`src/sv/dpwp_pkg.sv`:
```
`default_nettype none
package dpwp_pkg;
    localparam int COORD_BITS_DEF = 12;

    localparam logic [2:0] REG_CENTER_X = 3'd0;
    localparam logic [2:0] REG_CENTER_Y = 3'd1;
    localparam logic [2:0] REG_INV_FX   = 3'd2;
    localparam logic [2:0] REG_INV_FY   = 3'd3;
    localparam logic [2:0] REG_INV_DS   = 3'd4;

    localparam logic FUNC_PIXEL = 1'b0;
    localparam logic FUNC_POSE  = 1'b1;

    localparam logic [15:0] CX_RESET  = 16'd5208;
    localparam logic [15:0] CY_RESET  = 16'd4056;
    localparam logic [31:0] IFX_RESET = 32'd32388;
    localparam logic [31:0] IFY_RESET = 32'd32326;
    localparam logic [31:0] IDS_RESET = 32'd16777;
    localparam logic signed [31:0] Q_ONE = 32'sh4000_0000;

    typedef struct packed {
        logic [15:0] dx_mag;
        logic        dx_neg;
        logic [15:0] dy_mag;
        logic        dy_neg;
        logic [15:0] depth;
        logic [7:0]  red;
        logic [7:0]  green;
        logic [7:0]  blue;
    } t_pix;

    function automatic logic signed [31:0] sat32(input logic signed [63:0] v);
        if (v > 64'sd2147483647)       sat32 = 32'sh7FFF_FFFF;
        else if (v < -64'sd2147483648) sat32 = 32'sh8000_0000;
        else                           sat32 = v[31:0];
    endfunction
endpackage
`default_nettype wire

```
`src/sv/dpwp_front.sv`:
```
`default_nettype none
module dpwp_front #(
    parameter int COORD_BITS = dpwp_pkg::COORD_BITS_DEF
) (
    input  wire               i_valid,
    input  wire               i_func,
    input  wire        [11:0] i_col,
    input  wire        [11:0] i_row,
    input  wire        [15:0] i_raw_depth,
    input  wire        [7:0]  i_blue_in,
    input  wire        [7:0]  i_green_in,
    input  wire        [7:0]  i_red_in,
    input  wire        [2:0]  i_pose_slot,
    input  wire signed [31:0] i_pose_value,
    input  wire        [15:0] i_cx,
    input  wire        [15:0] i_cy,
    input  wire               i_q_ready,
    output logic              o_q_push,
    output dpwp_pkg::t_pix    o_q_data,
    output logic              o_pose_we,
    output logic       [2:0]  o_pose_slot,
    output logic signed [31:0] o_pose_value
);
    localparam logic [11:0] CMASK = 12'((1 << COORD_BITS) - 1);

    logic [16:0] w_px, w_py;
    logic signed [17:0] w_dx, w_dy;
    logic w_take;

    assign w_take = i_valid && i_q_ready;
    assign w_px = {1'b0, 16'(i_col & CMASK) << 4};
    assign w_py = {1'b0, 16'(i_row & CMASK) << 4};
    assign w_dx = $signed({1'b0, w_px}) - $signed({2'b0, i_cx});
    assign w_dy = $signed({1'b0, w_py}) - $signed({2'b0, i_cy});

    always_comb begin
        o_q_push = w_take && (i_func == dpwp_pkg::FUNC_PIXEL) && (i_raw_depth != 16'd0);
        o_q_data.dx_neg = w_dx[17];
        o_q_data.dx_mag = w_dx[17] ? 16'(-w_dx) : w_dx[15:0];
        o_q_data.dy_neg = w_dy[17];
        o_q_data.dy_mag = w_dy[17] ? 16'(-w_dy) : w_dy[15:0];
        o_q_data.depth = i_raw_depth;
        o_q_data.red = i_red_in;
        o_q_data.green = i_green_in;
        o_q_data.blue = i_blue_in;
        o_pose_we = w_take && (i_func == dpwp_pkg::FUNC_POSE);
        o_pose_slot = i_pose_slot;
        o_pose_value = i_pose_value;
    end
endmodule
`default_nettype wire

```
`config.mk`:
```
export PLATFORM = sky130hd
export DESIGN_NAME = dpwp_front
export DESIGN_NICKNAME = d
export VERILOG_FILES = /design/src/sv/dpwp_pkg.sv /design/src/sv/dpwp_front.sv
export SDC_FILE = /design/constraint.sdc
export NUM_CORES = 1
export LEC_CHECK = 0
export ABC_AREA = 1
export ABC_CLOCK_PERIOD_IN_PS = 2640
export BUFFER_PORTS_ARGS = -buffer_cell sky130_fd_sc_hd__buf_2
export CAP_MARGIN = 5
export CORE_ASPECT_RATIO = 1.75
export CORE_MARGIN = 4
export CORE_UTILIZATION = 25
export DETAILED_ROUTE_END_ITERATION = 12
export PLACE_DENSITY = 0.59
export SLEW_MARGIN = 40
export SYNTH_ARGS = -nofsm -noshare
export SYNTH_HDL_FRONTEND = slang
export SYNTH_SLANG_ARGS = --single-unit
```
`constraint.sdc`:
```
create_clock -name vclk -period 2.64
set_input_delay 0.132 -clock vclk [all_inputs]
set_output_delay 0.132 -clock vclk [all_outputs]
set_load 0.005 [all_outputs]
```
==> reports/qor.yml <==
initial_utilization_pct: 25.78
netSwitchingFraction_pct: 60.33
setup_viol_count_final: 0
grt_pass1_wl_mm: 15.04
regArea_um2: 0
die_h_um: 159.0
cp-end-kind: "output port"
irDropWorstVdd_uv: 141.0
post_drt_via_cell_ratio: 4.366
leakage_uw: 0.002293
grt_max_degree: 16
maxCapViolations: 0
nNetsFinal: 835
min_from: "i_pose_value[10]"
drive_gt1_share_pct: 23.77
fin_setup_tns_ps: 0
layout_common_cells: "nand2_1 (205), buf_2 (127), inv_1 (113)"
die_area_um2: 14990
wl_mm: 9.684
ys.warnings.count: 0
n_antenna_cell: 0
grt_usage_pct: 12.17
wl_per_cell_um: 11.51
layout_commonest_cell: "nand2_1"
postSynthCellCount: 624
hold_viol: 0
clkPwrFrac_pct: 0
fin_crit_ps: 2242
seqPwrFrac_pct: 0
worstPathArrival_ps: 2110
nClkBuffers: 0
cts_setup_buffers: 0
cellPowerDensity_nw_per_um2: 261.6
startpoint: "i_row[6]"
drtIter0Drc: 102
ys_types: 28
status: "finished clean"
crit_fanout: 15
grt_pass1_vias: 3508
num_vias: 3672
dr.pass1.iters: 7
rows: 54
critical_path_class: "primary input to output port"
comb_power_share_pct: 100.0
power_switching_uw: 554.0
syn-num-nets: 784
place_congestion: 0.8774
overflow: 0
worstMarginPinSlew_ps: 453.9
whs_path_depth: 0
die_x_um: 94.28
grt_antenna_before_repair: 0
holdPathEnd: "o_pose_value[10]"
antenna_left: 0
min_path_type: "primary input to output port"
cp-start-kind: "primary input"
p_int_uw: 364.3
io_buffers: 127
yosys-top-cells-area: "nand2_1 (24%), buf_4 (18%), inv_1 (13%)"
hpwl_mm: 8.785
slew_violations: 0
crit_required_ps: 2510
seq_cell_count: 0
coreArea_um2: 12630
ys_seq_area_share_pct: 0
drcViolationCount: 0
post-route-period-util_pct: 84.93
syn_area_um2: 3257
hold_buffers: 0
areaGrowthSynthToFinish_pct: 7.760
slew_headroom_pct: 69.67
fmax_mhz: 446.0
synth_top_area_cell: "nand2_1"
utilization_pct: 27.78
ctsResizeCount: 0
rsz0062_at_grt: "false"
synth.top_cell.area_share_pct: 23.63
num_io_pins: 245
post_synth.cell_area_avg_um2: 5.219
==> routing by layer <==
layer / global-route usage, % / share of wire [%]
met1: 9.482 / 31
met2: 27.04 / 56
met3: 1.229 / 7.7
met4: 5.654 / 5.2
met5: 0 / 0
==> kinds of logic after synthesis <==
kind of cell | Yosys count | share of synthesized area (%)
xor gates and xnor gates | 22 | 6.147
buffers and inverters | 202 | 32.62
AOI/OAI and AO/OA | 38 | 7.146
adders and majority gates | 26 | 9.988
and+or+nand+nor | 336 | 44.10
==> through the flow <==
step / total power [uW] / cell area, um2 / hold WS (ps) / setup slack [ps] / std cells
2_1_floorplan: 676.9 / 3257 / 337.7 / 952.8 / 624
3_3_place_gp: 927.7 / 3510 / 264.0 / 359.7 / 841
3_5_place_dp: 926.6 / 3510 / 264.0 / 373.6 / 841
4_1_cts: 932.3 / 3510 / 264.0 / 369.6 / 841
5_1_grt: 1045 / 3510 / 264.0 / 184.3 / 841
6_report: 918.3 / 3510 / 264.0 / 397.8 / 841
==> Yosys cell counts <==
cell      instances
a21oi_1          18
a21oi_2           1
a21oi_4           2
a31oi_1           1
a41oi_1           1
and2_1            1
buf_4            77
buf_6             2
ha_1             26
inv_1           113
inv_2            10
nand2_1         205
nand2_2          11
nand3_1          42
nand3_2           4
nand3b_1          4
nand4_1          13
nor2_1           46
nor2_2            2
nor3_1            4
nor4_1            4
o21ai_0           7
o21ai_1           4
o21ai_2           1
o21bai_1          3
xnor2_1           8
xnor2_2           1
xor2_1           13
==> worst max-delay path: stages <==
cell and delay, ps:
buf_2 100, ha_1 350, nand2_1 130, inv_2 50, a21oi_2 210, nand3_2 150
a21oi_4 420, buf_4 220, o21ai_1 80, xor2_1 140, buf_2 130
==> cell type report <==
type,instances,area (um2)
inverters,123,461.7
fillers,1493,9125
well taps,168,210.2
repair buffers,128,643.1
multi-input cells,422,2195
==> how the worst max path moves through the flow <==
stage / slack [ps] / cells past startpoint / end
after floorplan: 950 / 12 / o_q_data[44]
after global placement: 360 / 11 / o_q_data[61]
after detailed placement: 370 / 11 / o_q_data[61]
after CTS: 370 / 11 / o_q_data[61]
after global routing: 180 / 13 / o_q_data[70]
final: 400 / 11 / o_q_data[46]
==> power groups by stage <==
stage / combinational (uW) / sequential [uW] / clock (uW)
after CTS: 932 / 0 / 0
after floorplan: 677 / 0 / 0
after detailed placement: 927 / 0 / 0
after global routing: 1050 / 0 / 0
after global placement: 928 / 0 / 0
final: 918 / 0 / 0
(Power assumes the default switching activity.)
