===== config.mk =====
export PLATFORM = sky130hd
export DESIGN_NAME = dpwp_pose
export DESIGN_NICKNAME = d
export VERILOG_FILES = /design/src/sv/dpwp_pkg.sv /design/src/sv/dpwp_pose.sv
export SDC_FILE = /design/constraint.sdc
export NUM_CORES = 2
export LEC_CHECK = 0
export BUFFER_PORTS_ARGS = -buffer_cell sky130_fd_sc_hd__buf_2
export CORE_ASPECT_RATIO = 1.2
export CORE_UTILIZATION = 45
export CTS_CLUSTER_SIZE = 16
export DETAILED_ROUTE_END_ITERATION = 7
export PLACE_DENSITY_LB_ADDON = 0.15
export SYNTH_ARGS = -nofsm -noshare
export SYNTH_HDL_FRONTEND = slang
export SYNTH_SLANG_ARGS = --single-unit
export TNS_END_PERCENT = 50

===== constraint.sdc =====
create_clock -name i_clk -period 9.9 [get_ports i_clk]
set_input_delay 0.99 -clock i_clk [delete_from_list [all_inputs] [get_ports i_clk]]
set_output_delay 0.99 -clock i_clk [all_outputs]
set_load 0.02 [all_outputs]

===== src/sv/dpwp_pkg.sv =====
`default_nettype none
package dpwp_pkg;
    localparam int COORD_BITS_DEF = 12;

    localparam logic [2:0] REG_CENTER_X = 3'd0;
    localparam logic [2:0] REG_CENTER_Y = 3'd1;
    localparam logic [2:0] REG_INV_FX   = 3'd2;
    localparam logic [2:0] REG_INV_FY   = 3'd3;
    localparam logic [2:0] REG_INV_DS   = 3'd4;

    localparam logic FUNC_PIXEL = 1'b0;
    localparam logic FUNC_POSE  = 1'b1;

    localparam logic [15:0] CX_RESET  = 16'd5208;
    localparam logic [15:0] CY_RESET  = 16'd4056;
    localparam logic [31:0] IFX_RESET = 32'd32388;
    localparam logic [31:0] IFY_RESET = 32'd32326;
    localparam logic [31:0] IDS_RESET = 32'd16777;
    localparam logic signed [31:0] Q_ONE = 32'sh4000_0000;

    typedef struct packed {
        logic [15:0] dx_mag;
        logic        dx_neg;
        logic [15:0] dy_mag;
        logic        dy_neg;
        logic [15:0] depth;
        logic [7:0]  red;
        logic [7:0]  green;
        logic [7:0]  blue;
    } t_pix;

    function automatic logic signed [31:0] sat32(input logic signed [63:0] v);
        if (v > 64'sd2147483647)       sat32 = 32'sh7FFF_FFFF;
        else if (v < -64'sd2147483648) sat32 = 32'sh8000_0000;
        else                           sat32 = v[31:0];
    endfunction
endpackage
`default_nettype wire


===== src/sv/dpwp_pose.sv =====
`default_nettype none
module dpwp_pose (
    input  wire                i_clk,
    input  wire                i_rst_n,
    input  wire                i_we,
    input  wire         [2:0]  i_slot,
    input  wire signed  [31:0] i_value,
    output logic signed [31:0] o_rot [9],
    output logic signed [31:0] o_trans [3],
    output logic               o_busy
);
    logic signed [31:0] r_q [4];
    logic signed [31:0] r_t [3];
    logic signed [31:0] r_rot [9];
    logic [3:0] r_step;
    logic signed [31:0] r_qa, r_qb;
    logic signed [63:0] r_prod;
    logic signed [34:0] r_tp [10];
    logic [3:0] n_step;
    logic [1:0] w_ia, w_ib;
    logic signed [63:0] w_two;

    // product order: xx yy zz xy zw xz yw yz xw
    always_comb begin
        case (r_step)
            4'd1: begin w_ia = 2'd0; w_ib = 2'd0; end
            4'd2: begin w_ia = 2'd1; w_ib = 2'd1; end
            4'd3: begin w_ia = 2'd2; w_ib = 2'd2; end
            4'd4: begin w_ia = 2'd0; w_ib = 2'd1; end
            4'd5: begin w_ia = 2'd2; w_ib = 2'd3; end
            4'd6: begin w_ia = 2'd0; w_ib = 2'd2; end
            4'd7: begin w_ia = 2'd1; w_ib = 2'd3; end
            4'd8: begin w_ia = 2'd1; w_ib = 2'd2; end
            4'd9: begin w_ia = 2'd0; w_ib = 2'd3; end
            default: begin w_ia = 2'd0; w_ib = 2'd0; end
        endcase
        w_two = (r_prod + 64'sd268435456) >>> 29;
        n_step = r_step;
        if (r_step != 4'd0) n_step = (r_step == 4'd11) ? 4'd0 : r_step + 4'd1;
        if (i_we && i_slot < 3'd4) n_step = 4'd1;
    end

    always_ff @(posedge i_clk) begin
        r_qa <= r_q[w_ia];
        r_qb <= r_q[w_ib];
        r_prod <= 64'(r_qa) * 64'(r_qb);
        if (r_step >= 4'd3 && r_step <= 4'd11) r_tp[r_step - 4'd2] <= w_two[34:0];
        if (!i_rst_n) begin
            r_q[0] <= '0; r_q[1] <= '0; r_q[2] <= '0; r_q[3] <= dpwp_pkg::Q_ONE;
            r_t[0] <= '0; r_t[1] <= '0; r_t[2] <= '0;
            for (int k = 0; k < 9; k++)
                r_rot[k] <= (k == 0 || k == 4 || k == 8) ? dpwp_pkg::Q_ONE : '0;
            r_step <= '0;
        end else begin
            r_step <= n_step;
            if (i_we && i_slot < 3'd4) r_q[i_slot[1:0]] <= i_value;
            else if (i_we && i_slot < 3'd7) r_t[2'(i_slot - 3'd4)] <= i_value;
            if (r_step == 4'd11) begin
                r_rot[0] <= dpwp_pkg::sat32(64'(dpwp_pkg::Q_ONE) - 64'(r_tp[2]) - 64'(r_tp[3]));
                r_rot[1] <= dpwp_pkg::sat32(64'(r_tp[4]) - 64'(r_tp[5]));
                r_rot[2] <= dpwp_pkg::sat32(64'(r_tp[6]) + 64'(r_tp[7]));
                r_rot[3] <= dpwp_pkg::sat32(64'(r_tp[4]) + 64'(r_tp[5]));
                r_rot[4] <= dpwp_pkg::sat32(64'(dpwp_pkg::Q_ONE) - 64'(r_tp[1]) - 64'(r_tp[3]));
                r_rot[5] <= dpwp_pkg::sat32(64'(r_tp[8]) - w_two);
                r_rot[6] <= dpwp_pkg::sat32(64'(r_tp[6]) - 64'(r_tp[7]));
                r_rot[7] <= dpwp_pkg::sat32(64'(r_tp[8]) + w_two);
                r_rot[8] <= dpwp_pkg::sat32(64'(dpwp_pkg::Q_ONE) - 64'(r_tp[1]) - 64'(r_tp[2]));
            end
        end
    end

    assign o_rot = r_rot;
    assign o_trans = r_t;
    assign o_busy = (r_step != 4'd0);
endmodule
`default_nettype wire


==> impl_metrics.env <==
export IMPL_setup_viol=0
export IMPL_status="finished clean"
export IMPL_ys_warn_count=0
export IMPL_port_buffers=422
export IMPL_arrival_ns=9.51
export IMPL_yosysTopAreaCellShare_pct=25.8
export IMPL_die_y_um=477
export IMPL_synth_nets=10800
export IMPL_ant_nets=0
export IMPL_core_sq_um=186000
export IMPL_dieWidth_um=398
export IMPL_critPathLaunch="r_qa[5]"
export IMPL_vias=65000
export IMPL_r2r_end="r_prod[50]"
export IMPL_worstSetupPathType="register to register"
export IMPL_drcViolationCount=0
export IMPL_ios=423
export IMPL_fp_dieArea_sq_um=190000
export IMPL_r2r_slack_ns=0.97
export IMPL_post_cts_buffers=0
export IMPL_cp_end_kind="register"
export IMPL_clock_sinks=896
export IMPL_hold_viol=0
export IMPL_ys_types=103
export IMPL_path_clk_slew_ns=0.08
export IMPL_crit_slowest_cell="dfxtp_2"
export IMPL_startpoint_type="register"
export IMPL_ys_seq_area_share_pct=26.1
export IMPL_required_ns=10.48
export IMPL_place_congestion=0.932
export IMPL_crit_reg2reg_launch="r_qa[5]"
export IMPL_grt_overflow_total=0
export IMPL_cpPeakStageDelay_ns=0.98
export IMPL_layout_drive_gt1_share_pct=9.29
export IMPL_crit_path_max_fanout=32
export IMPL_drv_cap=0
export IMPL_fmax_mhz=112
export IMPL_synthTopCellsByArea="fa_1, edfxtp_1, dfxtp_1, ha_1, inv_1"
export IMPL_cts_resized=0
export IMPL_placement_rows=173
export IMPL_synthTopCellsByCount="inv_1, nand2_1, fa_1, a21oi_1, and2_1"
export IMPL_fin_skew_ns=0.0870
export IMPL_grt_max_degree=171
export IMPL_grt_use_total_pct=27.6
export IMPL_wl_mm=263
export IMPL_area_growth_pct=9.52
export IMPL_relSlewSlack_pct=22.0
export IMPL_fin_ws_ns=0.972
export IMPL_layout_nets=11000
export IMPL_netlist_area_sq_um=84500
export IMPL_antenna_found_initial=5
export IMPL_setup_tns_final_ns=0
export IMPL_post_place_ws_ns=1.02
export IMPL_cts_tree="built"
export IMPL_ctsHoldBuffers=0
export IMPL_period_share_pct=90.2
export IMPL_rsz0062_at_grt="false"
export IMPL_netlist_instances=9122
export IMPL_cts_buffer_depth=3
export IMPL_synth_edf_count=408
export IMPL_dp_hpwl_mm=201
export IMPL_ys_flop_type="dfxtp_1"
export IMPL_async_flop_share_pct=0
export IMPL_maxSlewViolCount=0
export IMPL_cts_root_buffer="clkbuf_16"
export IMPL_firstDrtPassIters=8
export IMPL_worst_pin_slew_ns=1.17
export IMPL_min_path_type="register to register"
export IMPL_viasPerCell=5.48
export IMPL_htreeDepth=3
export IMPL_drtIter0Drc=4577
export IMPL_cts_inserted_buffers=98
export IMPL_start_util_pct=45.5
export IMPL_clkLatencyLatePin_ns=0.78
export IMPL_yosysTopAreaCell="fa_1"
export IMPL_wl_per_cell_um=22.2
export IMPL_yosysMostFrequentCell="inv_1"
export IMPL_min_period_ns=8.93
export IMPL_ys_ff_latch=896
export IMPL_timing_critical_path_mode_cell="fa_1"
export IMPL_grt_pass1_wl_mm=401
export IMPL_endpoint="r_prod[50]"
export IMPL_grt_pass1_vias=66500
export IMPL_postSynthAreaPerCell_sq_um=9.27
export IMPL_worstRegToRegCells=29
==> metal layers <==
metal  GRT usage (%)  vias to the layer above  share of wire [%]
li1                -                    29900                  -
met1            36.0                    32800                 42
met2            47.1                     1969                 49
met3            3.45                      374                5.6
met4            8.90                        0                3.3
met5               0                        -                  0
==> flip-flops by register name, summed over array words and instances (netlist names) <==
name	cells
r_qa	32
r_qb	32
r_q	128
o_rot	288
o_trans	96
r_step	4
r_prod	36
r_tp	280
==> layout make-up <==
type	count	area, sq um
fillers	17600	93400
multi-input cells	6418	55800
flip-flops and latches	896	22000
inverters	1332	5000
repair buffers	575	3290
well taps	2450	3070
clock buffers	130	2800
clock inverters	53	568
diodes	5	12.5
==> critical path, delay by kind of cell (launching register included) <==
family          cells  cell delay (ns)
flops               1             0.98
compound gates      7             1.29
buf+inv             8             0.77
xor+xnor            1             0.15
fa+ha+maj           9             4.39
simple gates        4             1.12
==> through the flow <==
stage / cell area (sq um) / utilization (%) / std cells / hold WS [ns]
2_1_floorplan: 84500 / - / 9122 / 0.524
3_3_place_gp: 89200 / 48.0 / 11700 / 0.438
3_5_place_dp: 89200 / 48.0 / 11700 / 0.443
4_1_cts: 92600 / 49.8 / 11900 / 0.441
5_1_grt: 92600 / 49.8 / 11900 / 0.467
6_report: 92600 / 49.8 / 11900 / 0.452
==> layout by cell type, fill, tap and decap left out, types with 77 or more instances in the layout <==
| cell type | instances |
|---|---|
| inv_1 | 1329 |
| nand2_1 | 1130 |
| fa_1 | 1090 |
| a21oi_1 | 599 |
| and2_1 | 587 |
| ha_1 | 542 |
| dfxtp_1 | 471 |
| nor2_1 | 457 |
| buf_2 | 421 |
| edfxtp_1 | 408 |
| o21ai_0 | 356 |
| xnor2_1 | 271 |
| buf_4 | 151 |
| xor2_1 | 110 |
| a21o_1 | 110 |
| clkbuf_16 | 103 |
| a211oi_1 | 97 |
| nand2b_1 | 90 |
| a31oi_1 | 85 |
| nor3_1 | 77 |
==> cell families after synthesis <==
group | Yosys count | share of synthesized area, %
compound gates | 1736 | 13.0
mux | 4 | 0.0474
xor+xnor | 383 | 3.97
flops | 896 | 26.1
fa+ha+maj | 1632 | 33.8
buf+inv | 1808 | 8.19
simple gates | 2663 | 14.9
==> how the worst min path moves through the flow <==
stage	startpoint	endpoint	depth (start not counted)
after floorplan	r_q[2][10]	r_qb[10]	2
after global placement	o_trans[86]	o_trans[86]	2
after detailed placement	o_trans[33]	o_trans[33]	2
after CTS	i_value[26]	o_trans[26]	3
after global routing	o_trans[70]	o_trans[70]	2
final	o_trans[50]	o_trans[50]	2
Power is left out: the tool's default activity adds up to more than one toggle a clock period on the data nets, which glitch-free logic cannot reach.
