File: config.mk
export PLATFORM = sky130hd
export DESIGN_NAME = dpwp_fifo
export DESIGN_NICKNAME = d
export VERILOG_FILES = /design/src/sv/dpwp_pkg.sv /design/src/sv/dpwp_fifo.sv
export SDC_FILE = /design/constraint.sdc
export NUM_CORES = 1
export LEC_CHECK = 0
export BUFFER_PORTS_ARGS = -buffer_cell sky130_fd_sc_hd__buf_2
export CORE_ASPECT_RATIO = 0.9
export CORE_UTILIZATION = 60
export CTS_BUF_LIST = sky130_fd_sc_hd__clkbuf_8
export DETAILED_ROUTE_END_ITERATION = 7
export PLACE_DENSITY_LB_ADDON = 0.15
export SYNTH_ARGS = -nofsm -noshare
export SYNTH_HDL_FRONTEND = slang
export SYNTH_SLANG_ARGS = --single-unit
File: constraint.sdc
create_clock -name i_clk -period 8 [get_ports i_clk]
set_input_delay 1.2 -clock i_clk [delete_from_list [all_inputs] [get_ports i_clk]]
set_output_delay 1.2 -clock i_clk [all_outputs]
set_load 0.05 [all_outputs]
File: src/sv/dpwp_pkg.sv
`default_nettype none
package dpwp_pkg;
    localparam int COORD_BITS_DEF = 12;

    localparam logic [2:0] REG_CENTER_X = 3'd0;
    localparam logic [2:0] REG_CENTER_Y = 3'd1;
    localparam logic [2:0] REG_INV_FX   = 3'd2;
    localparam logic [2:0] REG_INV_FY   = 3'd3;
    localparam logic [2:0] REG_INV_DS   = 3'd4;

    localparam logic FUNC_PIXEL = 1'b0;
    localparam logic FUNC_POSE  = 1'b1;

    localparam logic [15:0] CX_RESET  = 16'd5208;
    localparam logic [15:0] CY_RESET  = 16'd4056;
    localparam logic [31:0] IFX_RESET = 32'd32388;
    localparam logic [31:0] IFY_RESET = 32'd32326;
    localparam logic [31:0] IDS_RESET = 32'd16777;
    localparam logic signed [31:0] Q_ONE = 32'sh4000_0000;

    typedef struct packed {
        logic [15:0] dx_mag;
        logic        dx_neg;
        logic [15:0] dy_mag;
        logic        dy_neg;
        logic [15:0] depth;
        logic [7:0]  red;
        logic [7:0]  green;
        logic [7:0]  blue;
    } t_pix;

    function automatic logic signed [31:0] sat32(input logic signed [63:0] v);
        if (v > 64'sd2147483647)       sat32 = 32'sh7FFF_FFFF;
        else if (v < -64'sd2147483648) sat32 = 32'sh8000_0000;
        else                           sat32 = v[31:0];
    endfunction
endpackage
`default_nettype wire

File: src/sv/dpwp_fifo.sv
`default_nettype none
module dpwp_fifo (
    input  wire            i_clk,
    input  wire            i_rst_n,
    input  wire            i_push,
    input  dpwp_pkg::t_pix i_data,
    output logic           o_ready,
    output logic           o_valid,
    output dpwp_pkg::t_pix o_data,
    input  wire            i_pop
);
    dpwp_pkg::t_pix r_mem [4];
    logic [1:0] r_wp, r_rp;
    logic [2:0] r_cnt;

    assign o_ready = (r_cnt != 3'd4);
    assign o_valid = (r_cnt != 3'd0);
    assign o_data = r_mem[r_rp];

    always_ff @(posedge i_clk) begin
        if (i_push) r_mem[r_wp] <= i_data;
        if (!i_rst_n) begin
            r_wp <= '0;
            r_rp <= '0;
            r_cnt <= '0;
        end else begin
            if (i_push) r_wp <= r_wp + 2'd1;
            if (i_pop) r_rp <= r_rp + 2'd1;
            r_cnt <= r_cnt + 3'(i_push) - 3'(i_pop);
        end
    end
endmodule
`default_nettype wire

==> metrics, run 1 <==
cell count after synthesis=429; CTS resizes=0; CP Max Fanout=39; largest net degree at the start of global routing=75; Core Area=0.01790 mm²; status=finished clean; layout overhead on the synthesized area=16.17%; Synth Net Count=514; DIE WIDTH=145.5 µm; async set-reset flop share out of synthesis=0%; Iter 0 DRT Violations=371; Residual DRC=0; final setup TNS=0 ns; register area=0.009076 mm²; Slew Limit Fails=0; post-CTS setup buffers=0; Yosys warnings=0; total grt overflow=0; initial core utilization=62.11%; DP HPWL=11,470 µm; arrival time worst endpoint=3.00 ns; period utilization=52.47%; Die Ht=131.1 µm; crit path launch type=register; Post-synth EDFFs=296; worst slew pin tran=1.087 ns; unique cell type count in the Yosys netlist=20; TritonCTS clock tree=done; # nets final=704; Rows=46; register area share after synthesis=81.57%; Avg Cell Area, Syn=25.92 µm²; Worst slew margin=27.55%; endpoints failing setup=0; Pre-Repair DR Iteration Count=4; skew final=0.01849 ns; Cell Area, Synth=0.01112 mm²; CTS sink count=305; Total GRT Usage=21.42%; Power per Cell Area=270.9 mW/mm²; commonest non-fill, non-tap cells in the layout=edfxtp_1 (296), buf_2 (153), mux4_2 (74), clkbuf_8 (49), inv_1 (20); #FFs+latches synth=305; DR WL/cell=21.73 µm; Tot Pwr=3.499 mW; RSZ-0062 raised after global routing=false; Die ar.=0.01908 mm²; Placer Congestion=0.7072; via count=5,021; hold_buf cts=0; first-pass GRT wire length=30,310 µm; Max IR drop VDD=0.0001967 V; max-capacitance violation count=0; CTS root buf=clkbuf_8; initial antenna violation count=2; most common cell after layout, fill and taps aside=edfxtp_1; Final min period=4.197 ns; reg2reg setup slack=5.86 ns; CP endpoint kind=output port; # diodes=0; final hold violation count=0; area of the multi-input gates=0.001912 mm²; Fill cells=1,101; buffer levels on the longest clock path=3; Routed WL=19,260 µm; post-route ant nets=0; Ports=154; Worst-path clk slew=0.06 ns; ys flop type=edfxtp_1; Crit path required time=6.80 ns; Lkg Pwr=4.432 nW; H-tree levels=2; hold crit path type=reg -> reg; CTS Buf Count=46; CP Class=reg -> out; layout cell share with drive strength beyond 1=45.20%; IO buf count=153; Vias per Instance=5.667; Skew-Pair Late Insertion Delay=0.54 ns; vias in the first global route=5,475; f_max=0.2382 GHz
path summary, 6_finish.rpt:
kind	start	end	cells past startpoint
max	register	o_data[73]	3
min	r_rp[1]	register	2
max reg2reg	r_wp[0]	r_mem[0][62]	4
min reg2reg	r_rp[1]	register	2
synth_stat cells, types with 2 or more instances:
library cell    n  area [µm²]
and2_1          5       31.28
buf_2           7       35.03
buf_6           7       78.83
dfxtp_1         9       180.2
edfxtp_1      296        8889
ha_1            6       75.07
inv_1           6       22.52
mux4_2         74        1667
nor2_1          7       26.28
xnor2_1         2       17.52
report_power, final:
part	total, mW	internal, mW	switching [mW]
Combinational	0.492	0.155	0.337
Sequential	1.88	1.84	0.0422
Clock	1.13	0.589	0.537
Total	3.50	2.58	0.917
sequential cells by signal (all words and copies together) (netlist names), named ones only:
signal	cells
r_wp	2
r_cnt	3
r_rp	2
r_mem	296
per-layer routing:
metal | part of all wire, % | wire length (µm) | track usage (%)
met5 | 0.12 | 23 | 0
met4 | 2.2 | 424 | 7.953
met3 | 7.8 | 1496 | 6.215
met2 | 51 | 9854 | 35.95
met1 | 39 | 7456 | 26.79
cell families (layout without fill, tap and decap cells):
family          Yosys count  in the layout  share of synthesized area, %
compound gates            2              2                        0.1350
xor+xnor                  3              3                        0.3601
fa+ha+maj                 7              7                        0.8553
buf+inv                  22            239                         1.328
flops                   305            305                         81.57
mux                      75             75                         15.08
simple gates             15             15                        0.6753
per-stage QoR:
| stage | hold slack [ns] | area [µm²] | std cells | setup WS (ns) | utilization [%] |
|---|---|---|---|---|---|
| floorplan | 0.4993 | 11120 | 429 | 4.631 | - |
| CTS | 0.5517 | 12920 | 886 | 3.655 | 72.16 |
| global route | 0.5771 | 12920 | 886 | 3.515 | 72.16 |
| global placement | 0.5016 | 12110 | 811 | 4.237 | 67.68 |
| detailed placement | 0.5319 | 12110 | 811 | 4.254 | 67.68 |
| finish | 0.5549 | 12920 | 886 | 3.803 | 72.16 |
critical path, stage by stage (launching register included):
cell and delay [ns]:
dfxtp_4 0.81, buf_4 0.72, mux4_2 0.61, buf_2 0.23
area by class of cell:
cell class	instances	share of cell area [%]
multi-input cells	102	14.80
well taps	240	2.325
inverters	6	0.1744
repair buffers	158	6.219
flip-flops and latches	305	70.27
clock inverters	26	0.9881
clock buffers	49	5.221
Note: power is estimated with default switching activity, not from simulation.
==> inputs of run 2 (changes only) <==
Settings changed: CORE_UTILIZATION 60 to 53.
Clock period 8 ns to 3.6 ns, I/O delays scaled along.
==> metrics, run 2 (synthesis gave the netlist of run 1 again) <==
Largest Register=r_mem; total grt overflow=0 (unchanged); crit path launch type=register; CP Class=reg -> out; Final min period=2.959 ns; buffer levels on the longest clock path=3 (unchanged); period utilization=82.20%; H-tree levels=2 (unchanged); Combinational Power Share=14.3% (+0.2 points); vias in the first global route=5,544 (+1.3%); Pint=5.848 mW (+130%); Placer Congestion=0.6926 (-2.1%); Worst slew margin=54.85% (+27 points); via count=5,064 (+0.86%); max FFs per register=296 (unchanged); CTS root buf=clkbuf_8; DP HPWL=11,440 µm (-0.21%); Critical Path Max Stage Delay=0.76 ns (-0.05 ns); Worst-path clk slew=0.06 ns (about the same); Vias per Instance=5.422 (-4.3%); largest net degree at the start of global routing=51 (-32%); skew final=0.008748 ns (-0.009741 ns); IO buf count=153 (unchanged); hold_buf cts=0 (unchanged); CP endpoint kind=output port; initial antenna violation count=2 (unchanged); Fill cells=1,389 (+26%); Rows=49 (+6.5%); Routed WL=19,430 µm (+0.90%); Clk pwr share=33.0% (+0.8 points); Crit path required time=3.06 ns (-3.74 ns); initial core utilization=54.79% (-7.3 points); most common cell after layout, fill and taps aside=edfxtp_1; status=finished clean; arrival time worst endpoint=2.42 ns (-0.58 ns); final setup TNS=0 ns (unchanged); Regs by FF count=r_mem: 296 flops, r_cnt: 3 flops; f_max=0.3379 GHz; CTS resizes=0 (unchanged); switch share=25.99% (-0.21 points); layout overhead on the synthesized area=18.08%; post-CTS setup buffers=0 (unchanged); Die Ht=139.4 µm (+6.3%); Iter 0 DRT Violations=241 (-35%); CP Max Fanout=30 (-23%); delay-heaviest family, CP=flip-flops; hold crit path type=in -> reg; Max IR drop VDD=0.0003349 V (+70%); Crit path buffers/inverters=2 (unchanged); P_sw=2.053 mW (+120%); Seq pwr share=52.7% (-1.0 points); CTS sink count=305 (unchanged); first-pass GRT wire length=30,080 µm (-0.77%); commonest non-fill, non-tap cells in the layout=edfxtp_1 (296), buf_2 (153), mux4_2 (74), clkbuf_8 (53), inv_1 (22); CTS Buf Count=48 (+4.3%); reg2reg setup slack=1.75 ns (-4.11 ns); Die ar.=0.02156 mm² (+13%); Skew-Pair Late Insertion Delay=0.53 ns (about the same); Slew Limit Fails=0 (unchanged); Ports=154 (unchanged); DR WL/cell=20.80 µm (-4.3%); # nets final=708 (+0.57%); Residual DRC=0 (unchanged); post-route ant nets=0 (unchanged); RSZ-0062 raised after global routing=false; Pre-Repair DR Iteration Count=4 (unchanged); Critical Path Slowest Stage Cell=dfxtp_4; endpoints failing setup=0 (unchanged); Total GRT Usage=18.71% (-2.7 points); critical-path cell list=buf_12 -> mux4_2 -> buf_2; DIE WIDTH=154.7 µm (+6.3%); TritonCTS clock tree=done; layout cell share with drive strength beyond 1=45.48% (+0.28 points); Lkg Pwr=4.501 nW (+1.6%); Tot Pwr=7.901 mW (+130%); max-capacitance violation count=0 (unchanged); Power per Cell Area=601.8 mW/mm² (+120%); Core Area=0.02029 mm² (+13%); worst slew pin tran=0.6773 ns (-0.4095 ns); final hold violation count=0 (unchanged)
[run 2: layer usage]
metal | global-route usage [%] | wire (µm)
met5 | 0 | 10
met4 | 6.045 | 354
met3 | 5.761 | 1301
met2 | 30.22 | 9477
met1 | 24.55 | 8286
[run 2: cell type report]
class / count / area, µm² / area share (%)
Antenna cell: 1 / 2.502 / 0.01906
Clock buffer: 53 / 729.5 / 5.556
Clock inverter: 27 / 130.1 / 0.9911
Inverter: 6 / 22.52 / 0.1715
Multi-Input combinational cell: 102 / 1912 / 14.56
Sequential cell: 305 / 9076 / 69.13
Tap cell: 280 / 350.3 / 2.668
Timing Repair Buffer: 160 / 905.9 / 6.900
[run 2: worst paths after layout]
| check | startpoint | to | cells past startpoint |
|---|---|---|---|
| worst max register to register | r_wp[0] | r_mem[0][52] | 4 |
| worst min-delay path | i_data[16] | r_mem[1][16] | 1 |
| worst min register to register | r_rp[0] | register | 2 |
| worst max-delay path | register | o_data[48] | 3 |
[run 2: metrics by stage]
step	area, µm²	std cells	setup WS, ns	util, %	hold slack [ns]
after floorplan	11120	429	0.8883	-	0.4993
after global placement	12270	853	1.134	60.45	0.5030
after detailed placement	12270	853	1.129	60.45	0.5496
after CTS	13130	933	0.5367	64.68	0.1817
after global routing	13130	933	0.4570	64.68	0.1872
final	13130	934	0.6407	64.70	0.2234
[run 2: power groups by stage]
stage               registers, mW  clock network (mW)  logic [mW]
floorplan                    4.20                   0       0.881
global placement             4.23                   0        1.13
detailed placement           4.24                   0        1.15
CTS                          4.17                2.69        1.15
global route                 4.18                2.83        1.19
finish                       4.16                2.61        1.13
[run 2: worst register-to-register path, cell delays in order (launching register included)]
cell	delay, ns
dfxtp_1	0.35
inv_1	0.11
ha_1	0.15
and2_4	0.59
buf_12	0.33
